**config.mk**
```make
export PLATFORM = sky130hd
export DESIGN_NAME = json_byte_tokenizer_unit
export DESIGN_NICKNAME = d
export VERILOG_FILES = /design/src/sv/jbt_pkg.sv /design/src/sv/jbt_core.sv /design/src/sv/json_byte_tokenizer_unit.sv
export SDC_FILE = /design/constraint.sdc
export NUM_CORES = 1
export LEC_CHECK = 0
export ABC_AREA = 1
export BUFFER_PORTS_ARGS = -buffer_cell sky130_fd_sc_hd__buf_2
export CAP_MARGIN = 15
export CORE_MARGIN = 2
export CORE_UTILIZATION = 66
export CTS_CLUSTER_SIZE = 40
export DETAILED_ROUTE_END_ITERATION = 8
export MAX_ROUTING_LAYER = met4
export PLACE_DENSITY = 0.87
export SETUP_SLACK_MARGIN = 0.05
export SKIP_LAST_GASP = 1
export SLEW_MARGIN = 10
export SYNTH_ARGS = -nofsm -noshare
export SYNTH_HDL_FRONTEND = slang
export SYNTH_SLANG_ARGS = --single-unit
```
**constraint.sdc**
```tcl
create_clock -name clk -period 6.1 [get_ports clk]
set_clock_uncertainty 0.15 [all_clocks]
set_input_delay 0.305 -clock clk [delete_from_list [all_inputs] [get_ports clk]]
set_output_delay 0.305 -clock clk [all_outputs]
set_load 0.005 [all_outputs]
```
**src/sv/jbt_pkg.sv**
```systemverilog
package jbt_pkg;

    localparam int KindW = 5;
    localparam int CodeW = 3;
    localparam int MaxRes = 3;

    localparam logic [KindW-1:0] K_STR   = 5'd0;
    localparam logic [KindW-1:0] K_BARE  = 5'd1;
    localparam logic [KindW-1:0] K_LBRC  = 5'd2;
    localparam logic [KindW-1:0] K_RBRC  = 5'd3;
    localparam logic [KindW-1:0] K_LBRK  = 5'd4;
    localparam logic [KindW-1:0] K_RBRK  = 5'd5;
    localparam logic [KindW-1:0] K_COLON = 5'd6;
    localparam logic [KindW-1:0] K_COMMA = 5'd7;
    localparam logic [KindW-1:0] K_NULL  = 5'd8;
    localparam logic [KindW-1:0] K_TRUE  = 5'd9;
    localparam logic [KindW-1:0] K_FALSE = 5'd10;
    localparam logic [KindW-1:0] K_NAT   = 5'd11;
    localparam logic [KindW-1:0] K_SEND  = 5'd14;
    localparam logic [KindW-1:0] K_DONE  = 5'd15;
    localparam logic [KindW-1:0] K_ERR   = 5'd16;

    localparam logic [CodeW-1:0] E_CHAR  = 3'd1;
    localparam logic [CodeW-1:0] E_DELIM = 3'd2;
    localparam logic [CodeW-1:0] E_BARE  = 3'd3;
    localparam logic [CodeW-1:0] E_ESC   = 3'd4;
    localparam logic [CodeW-1:0] E_HEX   = 3'd5;
    localparam logic [CodeW-1:0] E_SURR  = 3'd6;
    localparam logic [CodeW-1:0] E_OPEN  = 3'd7;

    typedef struct packed {
        logic [KindW-1:0] kind;
        logic [7:0]       data;
        logic             esc;
        logic [CodeW-1:0] code;
    } res_t;

    typedef struct packed {
        logic [1:0] n;
        res_t [MaxRes-1:0] r;
    } res_set_t;

endpackage

```
**src/sv/jbt_core.sv**
```systemverilog
module jbt_core
(
    input  logic             clk,
    input  logic             rst_n,
    input  logic             step,
    input  logic [7:0]       c,
    input  logic             last,
    output jbt_pkg::res_set_t res
);
    import jbt_pkg::*;

    typedef enum logic [1:0] {M_GEN, M_STR, M_ESC, M_UNI} mode_t;

    mode_t mode_reg, mode_next;
    logic [1:0] hex_reg, hex_next;
    logic [7:0] hub_reg, hub_next;
    logic [3:0] ns_reg, ns_next, ks_reg, ks_next;
    logic [1:0] nt_reg, nt_next;
    logic pend_reg, pend_next, closed_reg, closed_next;
    logic esc_reg, esc_next, halt_reg, halt_next;

    logic [CodeW-1:0] err;
    logic isd, isx, isb, ishx;
    logic [3:0] hv;
    logic [7:0] ed;
    logic eok;
    logic [7:0] kwe;
    logic [KindW-1:0] ck;
    logic cok;

    always_comb
    begin
        isd = (c >= "0") && (c <= "9");
        isx = (c == "e") || (c == "E");
        isb = isd || (c == "+") || (c == "-") || (c == ".") || (c == "E") || (c == "a")
            || (c == "e") || (c == "f") || (c == "l") || (c == "n") || (c == "r")
            || (c == "s") || (c == "t") || (c == "u");
        ishx = 1'b1;
        hv = 4'd0;
        if (isd) hv = c[3:0];
        else if ((c >= "a" && c <= "f") || (c >= "A" && c <= "F")) hv = c[3:0] + 4'd9;
        else ishx = 1'b0;
        eok = 1'b1;
        case (c)
            "\"": ed = 8'h22;
            "\\": ed = 8'h5C;
            "/":  ed = 8'h2F;
            "b":  ed = 8'h08;
            "f":  ed = 8'h0C;
            "n":  ed = 8'h0A;
            "r":  ed = 8'h0D;
            "t":  ed = 8'h09;
            default:
            begin
                ed = 8'h00;
                eok = 1'b0;
            end
        endcase
        case (ks_reg)
            4'd1: kwe = "u";
            4'd2, 4'd3, 4'd10: kwe = "l";
            4'd5: kwe = "r";
            4'd6: kwe = "u";
            4'd7, 4'd12: kwe = "e";
            4'd9: kwe = "a";
            4'd11: kwe = "s";
            default: kwe = 8'h00;
        endcase
        cok = 1'b1;
        ck = K_NULL;
        if (ks_reg == 4'd4) ck = K_NULL;
        else if (ks_reg == 4'd8) ck = K_TRUE;
        else if (ks_reg == 4'd13) ck = K_FALSE;
        else if (ns_reg == 4'd2 || ns_reg == 4'd3 || ns_reg == 4'd6 || ns_reg == 4'd8)
            ck = K_NAT + KindW'(nt_reg);
        else cok = 1'b0;
    end

    always_comb
    begin
        mode_next = mode_reg;
        hex_next = hex_reg;
        hub_next = hub_reg;
        ns_next = ns_reg;
        ks_next = ks_reg;
        nt_next = nt_reg;
        pend_next = pend_reg;
        closed_next = closed_reg;
        esc_next = esc_reg;
        halt_next = halt_reg;
        err = '0;
        res = '0;
        if (!halt_reg)
        begin
            case (mode_reg)
                M_GEN:
                begin
                    if (c == 8'h09 || c == 8'h0A || c == 8'h0D || c == 8'h20)
                    begin
                        if (pend_reg) closed_next = 1'b1;
                    end
                    else if (isb)
                    begin
                        if (closed_reg) err = E_BARE;
                        else
                        begin
                            res.r[0] = '{K_BARE, c, 1'b0, '0};
                            res.n = 2'd1;
                            pend_next = 1'b1;
                            ns_next = 4'd9;
                            case (ns_reg)
                                4'd0:
                                    if (c == "-") begin nt_next = 2'd1; ns_next = 4'd1; end
                                    else if (c == "0") begin nt_next = 2'd0; ns_next = 4'd2; end
                                    else if (isd) begin nt_next = 2'd0; ns_next = 4'd3; end
                                4'd1: ns_next = (c == "0") ? 4'd2 : (isd ? 4'd3 : 4'd9);
                                4'd2:
                                begin
                                    nt_next = 2'd2;
                                    ns_next = (c == ".") ? 4'd4 : (isx ? 4'd5 : 4'd9);
                                end
                                4'd3:
                                    if (isd) ns_next = 4'd3;
                                    else if (c == ".") begin nt_next = 2'd2; ns_next = 4'd4; end
                                    else if (isx) begin nt_next = 2'd2; ns_next = 4'd5; end
                                4'd4: ns_next = isd ? 4'd6 : 4'd9;
                                4'd6: ns_next = isd ? 4'd6 : (isx ? 4'd5 : 4'd9);
                                4'd5: ns_next = (c == "+" || c == "-") ? 4'd7
                                              : (isd ? 4'd8 : 4'd9);
                                4'd7, 4'd8: ns_next = isd ? 4'd8 : 4'd9;
                                default: ns_next = 4'd9;
                            endcase
                            if (ks_reg == 4'd0)
                                ks_next = (c == "n") ? 4'd1 : (c == "t") ? 4'd5
                                        : (c == "f") ? 4'd9 : 4'd15;
                            else if (kwe != 8'h00 && c == kwe) ks_next = ks_reg + 4'd1;
                            else ks_next = 4'd15;
                        end
                    end
                    else if (c == "{" || c == "[" || c == ":" || c == "\"")
                    begin
                        if (pend_reg) err = E_DELIM;
                        else if (c == "\"")
                        begin
                            mode_next = M_STR;
                            esc_next = 1'b0;
                        end
                        else
                        begin
                            res.r[0].kind = (c == "{") ? K_LBRC : (c == "[") ? K_LBRK : K_COLON;
                            res.n = 2'd1;
                        end
                    end
                    else if (c == "}" || c == "]" || c == ",")
                    begin
                        if (pend_reg && !cok) err = E_BARE;
                        else
                        begin
                            if (pend_reg)
                            begin
                                res.r[0].kind = ck;
                                res.n = 2'd1;
                                ns_next = '0;
                                nt_next = '0;
                                ks_next = '0;
                                pend_next = 1'b0;
                                closed_next = 1'b0;
                            end
                            res.r[res.n].kind = (c == "}") ? K_RBRC
                                              : (c == "]") ? K_RBRK : K_COMMA;
                            res.n = res.n + 2'd1;
                        end
                    end
                    else err = E_CHAR;
                end
                M_STR:
                begin
                    if (c == "\"")
                    begin
                        res.r[0] = '{K_SEND, 8'h00, esc_reg, '0};
                        res.n = 2'd1;
                        mode_next = M_GEN;
                    end
                    else if (c == "\\")
                    begin
                        esc_next = 1'b1;
                        mode_next = M_ESC;
                    end
                    else
                    begin
                        res.r[0] = '{K_STR, c, 1'b0, '0};
                        res.n = 2'd1;
                    end
                end
                M_ESC:
                begin
                    if (eok)
                    begin
                        res.r[0] = '{K_STR, ed, 1'b0, '0};
                        res.n = 2'd1;
                        mode_next = M_STR;
                    end
                    else if (c == "u")
                    begin
                        mode_next = M_UNI;
                        hex_next = '0;
                    end
                    else err = E_ESC;
                end
                default:
                begin
                    if (!ishx) err = E_HEX;
                    else
                        case (hex_reg)
                            2'd0:
                            begin
                                hub_next = {hv, 4'h0};
                                hex_next = 2'd1;
                            end
                            2'd1:
                            begin
                                hub_next = {hub_reg[7:4], hv};
                                res.r[0] = '{K_STR, {hub_reg[7:4], hv}, 1'b0, '0};
                                res.n = 2'd1;
                                hex_next = 2'd2;
                            end
                            2'd2:
                            begin
                                hub_next = {3'b000, (hub_reg >= 8'hD8 && hub_reg <= 8'hDF), hv};
                                hex_next = 2'd3;
                            end
                            default:
                                if (hub_reg[4]) err = E_SURR;
                                else
                                begin
                                    res.r[0] = '{K_STR, {hub_reg[3:0], hv}, 1'b0, '0};
                                    res.n = 2'd1;
                                    mode_next = M_STR;
                                    hex_next = '0;
                                end
                        endcase
                end
            endcase
            if (err != '0)
            begin
                res.r[res.n] = '{K_ERR, 8'h00, 1'b0, err};
                res.n = res.n + 2'd1;
                halt_next = 1'b1;
            end
            else if (last)
            begin
                if (mode_next != M_GEN || pend_next)
                    res.r[res.n] = '{K_ERR, 8'h00, 1'b0, E_OPEN};
                else
                    res.r[res.n] = '{K_DONE, 8'h00, 1'b0, '0};
                res.n = res.n + 2'd1;
            end
        end
        if (last)
        begin
            mode_next = M_GEN;
            hex_next = '0;
            hub_next = '0;
            ns_next = '0;
            ks_next = '0;
            nt_next = '0;
            pend_next = 1'b0;
            closed_next = 1'b0;
            esc_next = 1'b0;
            halt_next = 1'b0;
        end
    end

    always_ff @(posedge clk or negedge rst_n)
    begin
        if (!rst_n)
        begin
            mode_reg <= M_GEN;
            hex_reg <= '0;
            hub_reg <= '0;
            ns_reg <= '0;
            ks_reg <= '0;
            nt_reg <= '0;
            pend_reg <= 1'b0;
            closed_reg <= 1'b0;
            esc_reg <= 1'b0;
            halt_reg <= 1'b0;
        end
        else if (step)
        begin
            mode_reg <= mode_next;
            hex_reg <= hex_next;
            hub_reg <= hub_next;
            ns_reg <= ns_next;
            ks_reg <= ks_next;
            nt_reg <= nt_next;
            pend_reg <= pend_next;
            closed_reg <= closed_next;
            esc_reg <= esc_next;
            halt_reg <= halt_next;
        end
    end

endmodule

```
**src/sv/json_byte_tokenizer_unit.sv**
```systemverilog
// Results: the results of an accepted byte are captured in the result register when it is accepted.
// Throughput: one input byte per cycle while each byte yields at most one result and m_axis_tready is high;
// a byte with more results holds input until its last beat pops, one beat per cycle while m_axis_tready is high.
// Reset: rst_n is asynchronous and active low; it returns the lexer to its general
// state and empties the result register.
module json_byte_tokenizer_unit
(
    input  logic        clk,
    input  logic        rst_n,
    input  logic        s_axis_tvalid,
    output logic        s_axis_tready,
    input  logic [7:0]  s_axis_tdata,  // text_byte
    input  logic        s_axis_tlast,  // doc_end
    output logic        m_axis_tvalid,
    input  logic        m_axis_tready,
    output logic [23:0] m_axis_tdata,  // event_kind, data_byte, had_escape, error_code, zeros
    output logic        m_axis_tlast   // run_last
);
    import jbt_pkg::*;

    res_set_t res;
    res_t [MaxRes-1:0] buf_reg;
    logic [1:0] cnt_reg, idx_reg;
    logic step, pop;

    assign pop = m_axis_tvalid && m_axis_tready;
    assign s_axis_tready = (cnt_reg == 2'd0) || (pop && cnt_reg == idx_reg + 2'd1);
    assign step = s_axis_tvalid && s_axis_tready;

    jbt_core u_core
    (
        .clk   (clk),
        .rst_n (rst_n),
        .step  (step),
        .c     (s_axis_tdata),
        .last  (s_axis_tlast),
        .res   (res)
    );

    assign m_axis_tvalid = cnt_reg != 2'd0;
    assign m_axis_tdata = {7'b0000000, buf_reg[idx_reg].code, buf_reg[idx_reg].esc,
                           buf_reg[idx_reg].data, buf_reg[idx_reg].kind};
    assign m_axis_tlast = (idx_reg + 2'd1) == cnt_reg;

    always_ff @(posedge clk or negedge rst_n)
    begin
        if (!rst_n)
        begin
            cnt_reg <= '0;
            idx_reg <= '0;
        end
        else if (step)
        begin
            cnt_reg <= res.n;
            idx_reg <= '0;
        end
        else if (pop)
        begin
            if (m_axis_tlast)
            begin
                cnt_reg <= '0;
                idx_reg <= '0;
            end
            else idx_reg <= idx_reg + 2'd1;
        end
    end

    always_ff @(posedge clk)
    begin
        if (step) buf_reg <= res.r;
    end

endmodule
```
Yosys cells after proc, flatten, opt, wreduce, memory -nomap -nowiden. Memories as Yosys holds them, arrays and structs flattened. Cells that the tools add are included.

Bits in read-only memories: 112. Output and inout port bits: 27. Logic and storage cells: 410. Memories: 1. Register bits: 81.

Muxes and demuxes: 211. Equal/unequal tests: 71. Reduce and logical (&&, ||, !) cells: 77. Bitwise operators: 6. Order comparisons: 13. Add/subtract/negate cells: 6.

Memories: (name not given) (words 16, bits a word 7, rd ports 1, clocked after memory_dff 0, write ports 0, RTL line jbt_core.sv:59) `case (ks_reg)`.

Operators by type and width (count): two-way mux 53 bit (6); two-way mux 34 bit (4); equality test 8 x 7 -> 1 bit, second input constant (16); two-way mux 4 bit (31); two-way mux 2 bit (61); two-way mux 17 bit (7); bitwise mux 51 bit (2); two-way mux 5 bit (17); bitwise AND 39 bit (2); NOT 39 bit (2); equality test 8 x 6 -> 1 bit, second input constant (9); demux 17 bit (select 2 bit) (2); case mux 7 bit (8 select lines) (1); two-way mux 51 bit (1); case mux 17 bit (3 select lines) (1); two-way mux 1 bit (46); two-way mux 12 bit (3); binary-select mux 17 bit (select 2 bit) (1); case mux 17 bit (2 select lines) (1); two-way mux 3 bit (11); two-way mux 8 bit (4); case mux 4 bit (8 select lines) (1); logical OR 1 bit (29); equality test 8 x 4 -> 1 bit, second input constant (3); other kinds (56) (123).

Longest topological paths before layout. Gate-level depths: netlist of run 1.

Word-level depth: 42. Depth in mapped cells: 22. Depth with buffers taken out: 22.

Cells and area by module. Synthesis of run 1 repeated with hierarchy kept, for this count alone.

Cells, all modules: 852. Area, all modules: 6243.5 µm².

Modules (own cells, without submodules): jbt_core (instances 1, area an instance 3982.6 µm², seq. area each 650.6 µm², cells an instance 675); json_byte_tokenizer_unit (instances 1, area an instance 2260.9 µm², seq. area each 1631.6 µm², cells an instance 177).

Least setup slack after synthesis of run 1. Ideal clock, no wire load.

Path type: register to register. Start: reg idx_reg[1]. End: reg u_core.esc_reg. Clock period less this slack: 2641 ps. Library setup time: 135 ps. Stages on the path, launching flop included: 14. Setup slack: 3459 ps. Arrival time: 2356 ps. Data required time: 5815 ps. Path through: dfrtp_1 -> inv_2 -> nand2_1 -> nand2_1 -> nand2_1 -> a21oi_2 -> nand2_1 -> nand2_1 -> nand2_1 -> inv_1 -> o21ai_0 -> a31o_2 -> nand2_1 -> o31ai_1.

Cells in the longest elaborated chain, start to end: 6.

RTL lines: start, declared (RTL line json_byte_tokenizer_unit.sv:23) `logic [1:0] cnt_reg, idx_reg;`; start signal, assigned (RTL line json_byte_tokenizer_unit.sv:64) `else idx_reg <= idx_reg + 2'd1;`; adder 2 x 1 -> 2 bit (RTL line json_byte_tokenizer_unit.sv:27) `assign s_axis_tready = (cnt_reg == 2'd0) || (pop && cnt_reg == idx_reg + 2'd1);`; equality test 2 bit (RTL line json_byte_tokenizer_unit.sv:27); logical AND 1 bit (RTL line json_byte_tokenizer_unit.sv:27); logical OR 1 bit (RTL line json_byte_tokenizer_unit.sv:27); net s_axis_tready (RTL line json_byte_tokenizer_unit.sv:11) `output logic s_axis_tready,`; logical AND 1 bit (RTL line json_byte_tokenizer_unit.sv:28) `assign step = s_axis_tvalid && s_axis_tready;`; net step (RTL line json_byte_tokenizer_unit.sv:24) `logic step, pop;`; AND reduction 10 bit (no line); end signal, assigned (RTL line jbt_core.sv:299) `esc_reg <= esc_next;`; end, declared (RTL line jbt_core.sv:20) `logic esc_reg, esc_next, halt_reg, halt_next;`.

The timed path passes the listed nets, and every way through them passes these cells. A chain may end at the register's enable or synchronous reset.

Final worst setup path of run 1.
Start: reg idx_reg[0]. End: reg u_core.nt_reg[0].

Cells in the longest elaborated chain, start to end: 6.

RTL lines: adder 2 x 1 -> 2 bit (RTL line json_byte_tokenizer_unit.sv:27); equality test 2 bit (RTL line json_byte_tokenizer_unit.sv:27); logical AND 1 bit (RTL line json_byte_tokenizer_unit.sv:27); logical OR 1 bit (RTL line json_byte_tokenizer_unit.sv:27); logical AND 1 bit (RTL line json_byte_tokenizer_unit.sv:28); AND reduction 13 bit (no line); end signal, assigned (RTL line jbt_core.sv:296) `nt_reg <= nt_next;`; end, declared (RTL line jbt_core.sv:18) `logic [1:0] nt_reg, nt_next;`.

Every way passes these cells.

==> results.md, run 1 <==
- Status: finished, final reports clean
- Multi-input gate area: 2930 µm²
- Worst r2r path cells: 16
- Hold_sp: s_axis_tvalid
- Worst Path Class, Setup: reg -> reg
- I/O pins: 40
- Clock Power Share: 0.189
- Unrepaired setup endpoints after global routing: no
- Hold_buf cts: 1
- Post-DR vias/cell: 6.13
- Asr flop ratio synth: 0.500
- Final setup violation count: 0
- Post-synth top cells: 212 x nand2_1, 111 x nor2_1, 90 x inv_1
- Ys Warns: 0
- Routed wire length: 14800 µm
- Post-DRT Antenna Nets: 0
- Synthesis-to-layout area growth: 7.49%
- Starting DRC count in detailed routing: 652
- Crit path arrival time: 3450 ps
- Placed cell area: 5240 µm²
- Internal power: 964 µW
- Comb power frac: 0.435
- Layout Nets: 833
- I/O Buffers: 32
- Final hold vios: 0
- Max Buffers Root-to-Sink: 2
- Net Sw Frac: 0.437
- Layout cell share with drive strength beyond 1: 0.0881
- Vias in the first global route: 5123
- Die W: 91.6 µm
- Worst-Skew Late Latency: 350 ps
- CTS clk-pin slew, worst paths: 70 ps
- Number of flip-flops in the largest register: 30
- Reg-to-reg critical path startpoint: idx_reg[0]
- TritonCTS Buffers: 9
- Most used DFF post-synth: edfxtp_1
- Data required, critical path: 6180 ps
- Register area: 1650 µm²
- Vias post-DR: 5545
- Core ar.: 7330 µm²
- Max Cap Violations: 0
- CP Capture Type: register
- Root Driver: clkbuf_8
- Htree depth: 3
- Reg power frac: 0.377
- WL/cell: 16.4 µm
- Global placer's final weighted congestion: 0.968
- Pre-antenna DRT Iters: 9
- LEAKAGE: 2.64 nW
- Clock Sink Count: 60
- Fin crit share: 0.554
- Pwr Density: 314 nW/µm²
- First-pass GRT wire length: 23900 µm
- Crit start category: register
- Max-slew violations: 0
- Non-Filler Cell Area, Final: 5440 µm²
- Detail Placement HPWL: 11200 µm
- Area contributors post-synth: edfxtp_1 18%, nand2_1 16%, dfrtp_1 15%
- Mapped cell area: 5060 µm²
- Slew margin rel.: 0.479
- Setup TNS: 0 ps
- # fillers: 586
- Crit path max fanout: 20
- Seq cells post-synth: 60
- Count leader, synth: nand2_1
- Post-synth top area cell: edfxtp_1
- Die footprint: 8390 µm²
- Tmin final: 3380 ps
- Drt drc: 0
- Pin count of the biggest net entering global routing: 33
- CP startpoint: idx_reg[0]
- Starting Density: 0.691
- EDFF count, synth: 30
- Cells after Synth: 774
- Fmax: 296 MHz
- Post-CTS setup buffer count: 0
- Netlist cell types: 47
- VDD IR-drop max: 126 µV
- Gr ovfl total: 0
- Hold depth: 4
- Worst Tran Pin Value: 782 ps
- Std-Cell Rows: 31
- HP Class: in -> reg
- Yosys top cell area share: 0.178
- Number of antenna violations at the first check in global routing: 0
- Die Span Y: 91.6 µm
- Sw power: 747 µW
- Post_cts resized: 0
- GR Util All Layers: 0.365
- Syn_area_per_cell: 6.54 µm²
- Ant diodes: 0
- CTS tree: yes
- Sequential fraction of the synthesis area: 0.326
==> layout by cell type, fill, tap and decap left out, types with 12 or more instances in the layout <==
| cell type | count |
|---|---|
| a21oi_1 | 31 |
| nand4_1 | 12 |
| o22ai_1 | 13 |
| dfrtp_1 | 30 |
| edfxtp_1 | 30 |
| inv_1 | 90 |
| nand3_1 | 55 |
| ha_1 | 19 |
| nand2_1 | 212 |
| nor2_1 | 111 |
| buf_2 | 32 |
| o21ai_0 | 64 |
==> stage by stage <==
step	setup WS [ps]	power [mW]	util	std cells	hold WS [ps]
floorplan	3460	1.13	-	780	-141
global placement	2700	1.30	0.714	887	245
detailed placement	2470	1.35	0.714	887	257
CTS	2400	1.67	0.739	904	160
global route	2370	1.82	0.743	905	197
finish	2720	1.71	0.743	905	146
==> worst paths after layout <==
kind	slack [ps]	end
max	2720	u_core.nt_reg[0]
max in group asynchronous	4870	idx_reg[0]
max reg2reg	2720	u_core.nt_reg[0]
min in group asynchronous	430	u_core.ks_reg[2]
min	150	idx_reg[1]
min reg2reg	330	u_core.nt_reg[1]
==> worst max-delay path: stages, from the launching register on <==
cell	delay, ps
dfrtp_1	500
inv_1	530
nand2_1	150
nand2_1	120
nand2_1	70
a21oi_2	180
nand2_1	120
nand2_1	110
nand2_1	120
nor2_1	230
nand2_1	80
nand2_1	130
nand2_1	320
inv_1	190
nand2_1	110
nand2_1	80
o21ai_0	70
==> logic make-up (layout without fill, tap and decap cells) <==
family | count (synthesis) | count (layout) | synth area share
AND/OR/NAND/NOR | 419 | 419 | 0.349
AO/OA/AOI/OAI | 148 | 148 | 0.170
buffers and inverters | 123 | 149 | 0.100
flip-flops | 60 | 60 | 0.326
adder cells (fa/ha/maj) | 19 | 19 | 0.0469
XOR/XNOR | 4 | 4 | 0.00692
other | 1 | 7 | 0.000740
==> power groups by stage <==
stage	registers (mW)	clock network [mW]	logic, mW
finish	0.645	0.323	0.744
global route	0.657	0.335	0.825
CTS	0.643	0.318	0.706
detailed placement	0.651	0	0.700
global placement	0.642	0	0.663
floorplan	0.603	0	0.523
==> per-layer routing <==
| metal | GRT usage | up-vias | share of wire |
|---|---|---|---|
| met5 | - | - | 0 |
| met4 | 0.149 | 0 | 0.044 |
| met3 | 0.0573 | 81 | 0.085 |
| met2 | 0.624 | 374 | 0.48 |
| met1 | 0.429 | 2477 | 0.39 |
| li1 | - | 2613 | - |
==> layout make-up <==
cell class                 count  area share
sequential                    60       0.303
timing repair buffer          34      0.0363
inverter                      99      0.0683
clock inverter                 5     0.00529
multi-input combinational    597       0.538
clock buffer                  11      0.0260
tap                           99      0.0228
No activity file was read; power rests on OpenSTA's default activity.
==> inputs of run 2 (changes only) <==
ABC_AREA = 0   (was 1)
CORE_UTILIZATION = 62   (was 66)
PLACE_DENSITY = 0.82   (was 0.87)
clock period = 3.4 ns   (was 6.1 ns; I/O delays follow)
==> run 2 against run 1 <==
Against the previous run:
- clock-buffer cell count is 2 lower
- largest cell class unchanged
- synthesized area grew 1.4%
- die area up 7.6%
- power rose by 110%
- final area grew 7.6%
==> results.md, run 2 <==
- Clock Sink Count: 60
- Layout Nets: 703
- Count leader, synth: nand2_1
- Max Buffers Root-to-Sink: 2
- CP Capture Type: register
- Die footprint: 9020 µm²
- Final hold vios: 0
- WL/cell: 17.9 µm
- TritonCTS Buffers: 9
- Seq cells post-synth: 60
- HP Class: in -> reg
- Syn_area_per_cell: 8.32 µm²
- Root Driver: clkbuf_8
- Asr flop ratio synth: 0.500
- Number of antenna violations at the first check in global routing: 0
- Fin crit share: 0.924
- Post-synth top cells: 62 x nand2_1, 50 x o21ai_0, 47 x nor2_1
- Layout cell share with drive strength beyond 1: 0.185
- Htree depth: 3
- Max Cap Violations: 0
- LEAKAGE: 2.32 nW
- Synthesis-to-layout area growth: 14.1%
- Vias in the first global route: 4648
- Global placer's final weighted congestion: 0.916
- Status: finished, final reports clean
- Non-filler instance count after layout: 781
- Worst Tran Pin Value: 764 ps
- Placed cell area: 5600 µm²
- Cells after DPL: 763
- Starting Density: 0.631
- Number of flip-flops in the largest register: 30
- VDD IR-drop max: 300 µV
- Vias post-DR: 5086
- Ant diodes: 0
- Post-CTS setup buffer count: 0
- Mapped cell area: 5130 µm²
- Most used DFF post-synth: edfxtp_1
- Detail Placement HPWL: 10400 µm
- Yosys top cell area share: 0.175
- Pin count of the biggest net entering global routing: 39
- Tmin final: 3140 ps
- CTS tree: yes
- Worst Path Class, Setup: reg -> reg
- Crit start category: register
- Post-synth top area cell: edfxtp_1
- EDFF count, synth: 30
- Commonest non-fill, non-tap cells in the layout: 62 x nand2_1, 50 x o21ai_0, 49 x buf_4
- Std-Cell Rows: 33
- Netlist cell types: 82
- Overall power: 3.56 mW
- # fillers: 606
- Worst-Skew Late Latency: 360 ps
- Non-Filler Cell Area, Final: 5860 µm²
- Pwr Density: 607 nW/µm²
- Routed wire length: 14000 µm
- Crit path max fanout: 8
- Area contributors post-synth: edfxtp_1 18%, dfrtp_1 15%, o21ai_0 4.9%
- Slew margin rel.: 0.491
- Starting DRC count in detailed routing: 433
- GR Util All Layers: 0.329
- CTS clk-pin slew, worst paths: 70 ps
- Sequential fraction of the synthesis area: 0.322
- Ys Warns: 0
- Cells after Synth: 617
- Core ar.: 8130 µm²
- Post-DR vias/cell: 6.51
- Pre-antenna DRT Iters: 6
- Final setup violation count: 0
- Fmax: 318 MHz
- Die W: 95.0 µm
- First-pass GRT wire length: 22200 µm
- Crit path arrival time: 3070 ps
- I/O Buffers: 32
- Die Span Y: 95.0 µm
- Max-slew violations: 0
- Commonest non-fill, non-tap cell in the layout: nand2_1
- Data required, critical path: 3330 ps
- Drt drc: 0
- Unrepaired setup endpoints after global routing: no
- Final hold slack: 34.4 ps
- Post-DRT Antenna Nets: 0
- Gr ovfl total: 0
- I/O pins: 40
==> run 2: changes by cell type after synthesis, sizes merged, moves of 13 or more <==
| cell | previous run | this run |
|---|---|---|
| and2 | 0 | 13 |
| inv | 97 | 25 |
| clkbuf | 10 | 29 |
| nand3 | 56 | 19 |
| nor2 | 118 | 48 |
| nand2 | 216 | 62 |
| mux2i | 0 | 16 |
==> run 2: final timing paths <==
| path | startpoint | endpoint | slack [ps] | cells after the start |
|---|---|---|---|---|
| setup / recovery | u_core.ks_reg[0] | buf_reg[18] | 260 | 10 |
| hold / removal | s_axis_tvalid | idx_reg[0] | 30 | 4 |
| setup reg to reg | u_core.ks_reg[0] | buf_reg[18] | 260 | 10 |
| hold reg to reg | u_core.hub_reg[1] | u_core.hub_reg[1] | 340 | 2 |
| max in group asynchronous | rst_n | idx_reg[0] | 2340 | 2 |
| min in group asynchronous | rst_n | u_core.hub_reg[2] | 270 | 2 |
==> run 2: critical path, cell delays in order, from the launching register on <==
cell      delay [ps]
dfrtp_1          430
inv_1            150
ha_2             290
nand2b_1         110
a31oi_2          230
or2_2            170
and2_1           170
a31oi_1          120
or4_4            590
nand3_1          260
o22ai_1          180
==> run 2: timing repair <==
action	CTS	global route
hold buffers	2	0
gates resized for setup	0	5
hold endpoints to repair	32	0
endpoints found under the setup margin	0	21
==> run 2: area by class of cell <==
| class | count | area (µm²) | share of cell area |
|---|---|---|---|
| flip-flops and latches | 60 | 1650 | 0.282 |
| clock buffers | 9 | 124 | 0.0211 |
| inverters | 26 | 97.6 | 0.0167 |
| clock inverters | 7 | 98.8 | 0.0169 |
| well taps | 105 | 131 | 0.0224 |
| multi-input cells | 491 | 3210 | 0.548 |
| repair buffers | 83 | 548 | 0.0935 |
==> run 2: kinds of logic (layout without fill, tap and decap cells) <==
family                   Yosys count  after routing  share of synthesized area
XOR/XNOR                          11             11                     0.0188
flip-flops                        60             60                      0.322
adder cells (fa/ha/maj)           19             19                     0.0463
AO/OA/AOI/OAI                    207            207                      0.276
other                              1              7                   0.000730
buffers and inverters             72            125                     0.0619
multiplexers                      19             19                     0.0378
AND/OR/NAND/NOR                  228            228                      0.237
==> run 2: per-layer routing <==
layer  share of wire  global-route usage
met5               0                   -
met2            0.49               0.548
met1            0.42               0.401
met3           0.073              0.0630
met4           0.017               0.110
==> run 2: per-stage QoR <==
stage,worst slack (ps),utilization,TNS (ps)
finish,260,0.720,0
global route,54.5,0.720,0
CTS,141,0.718,0
detailed placement,-113,0.688,-467
global placement,107,0.688,0
floorplan,81.5,-,0
==> run 2: power by group <==
part           internal (mW)  total (mW)  switching, mW
Combinational          0.669        1.66          0.989
Sequential             0.981        1.16          0.176
Clock                  0.417       0.743          0.325
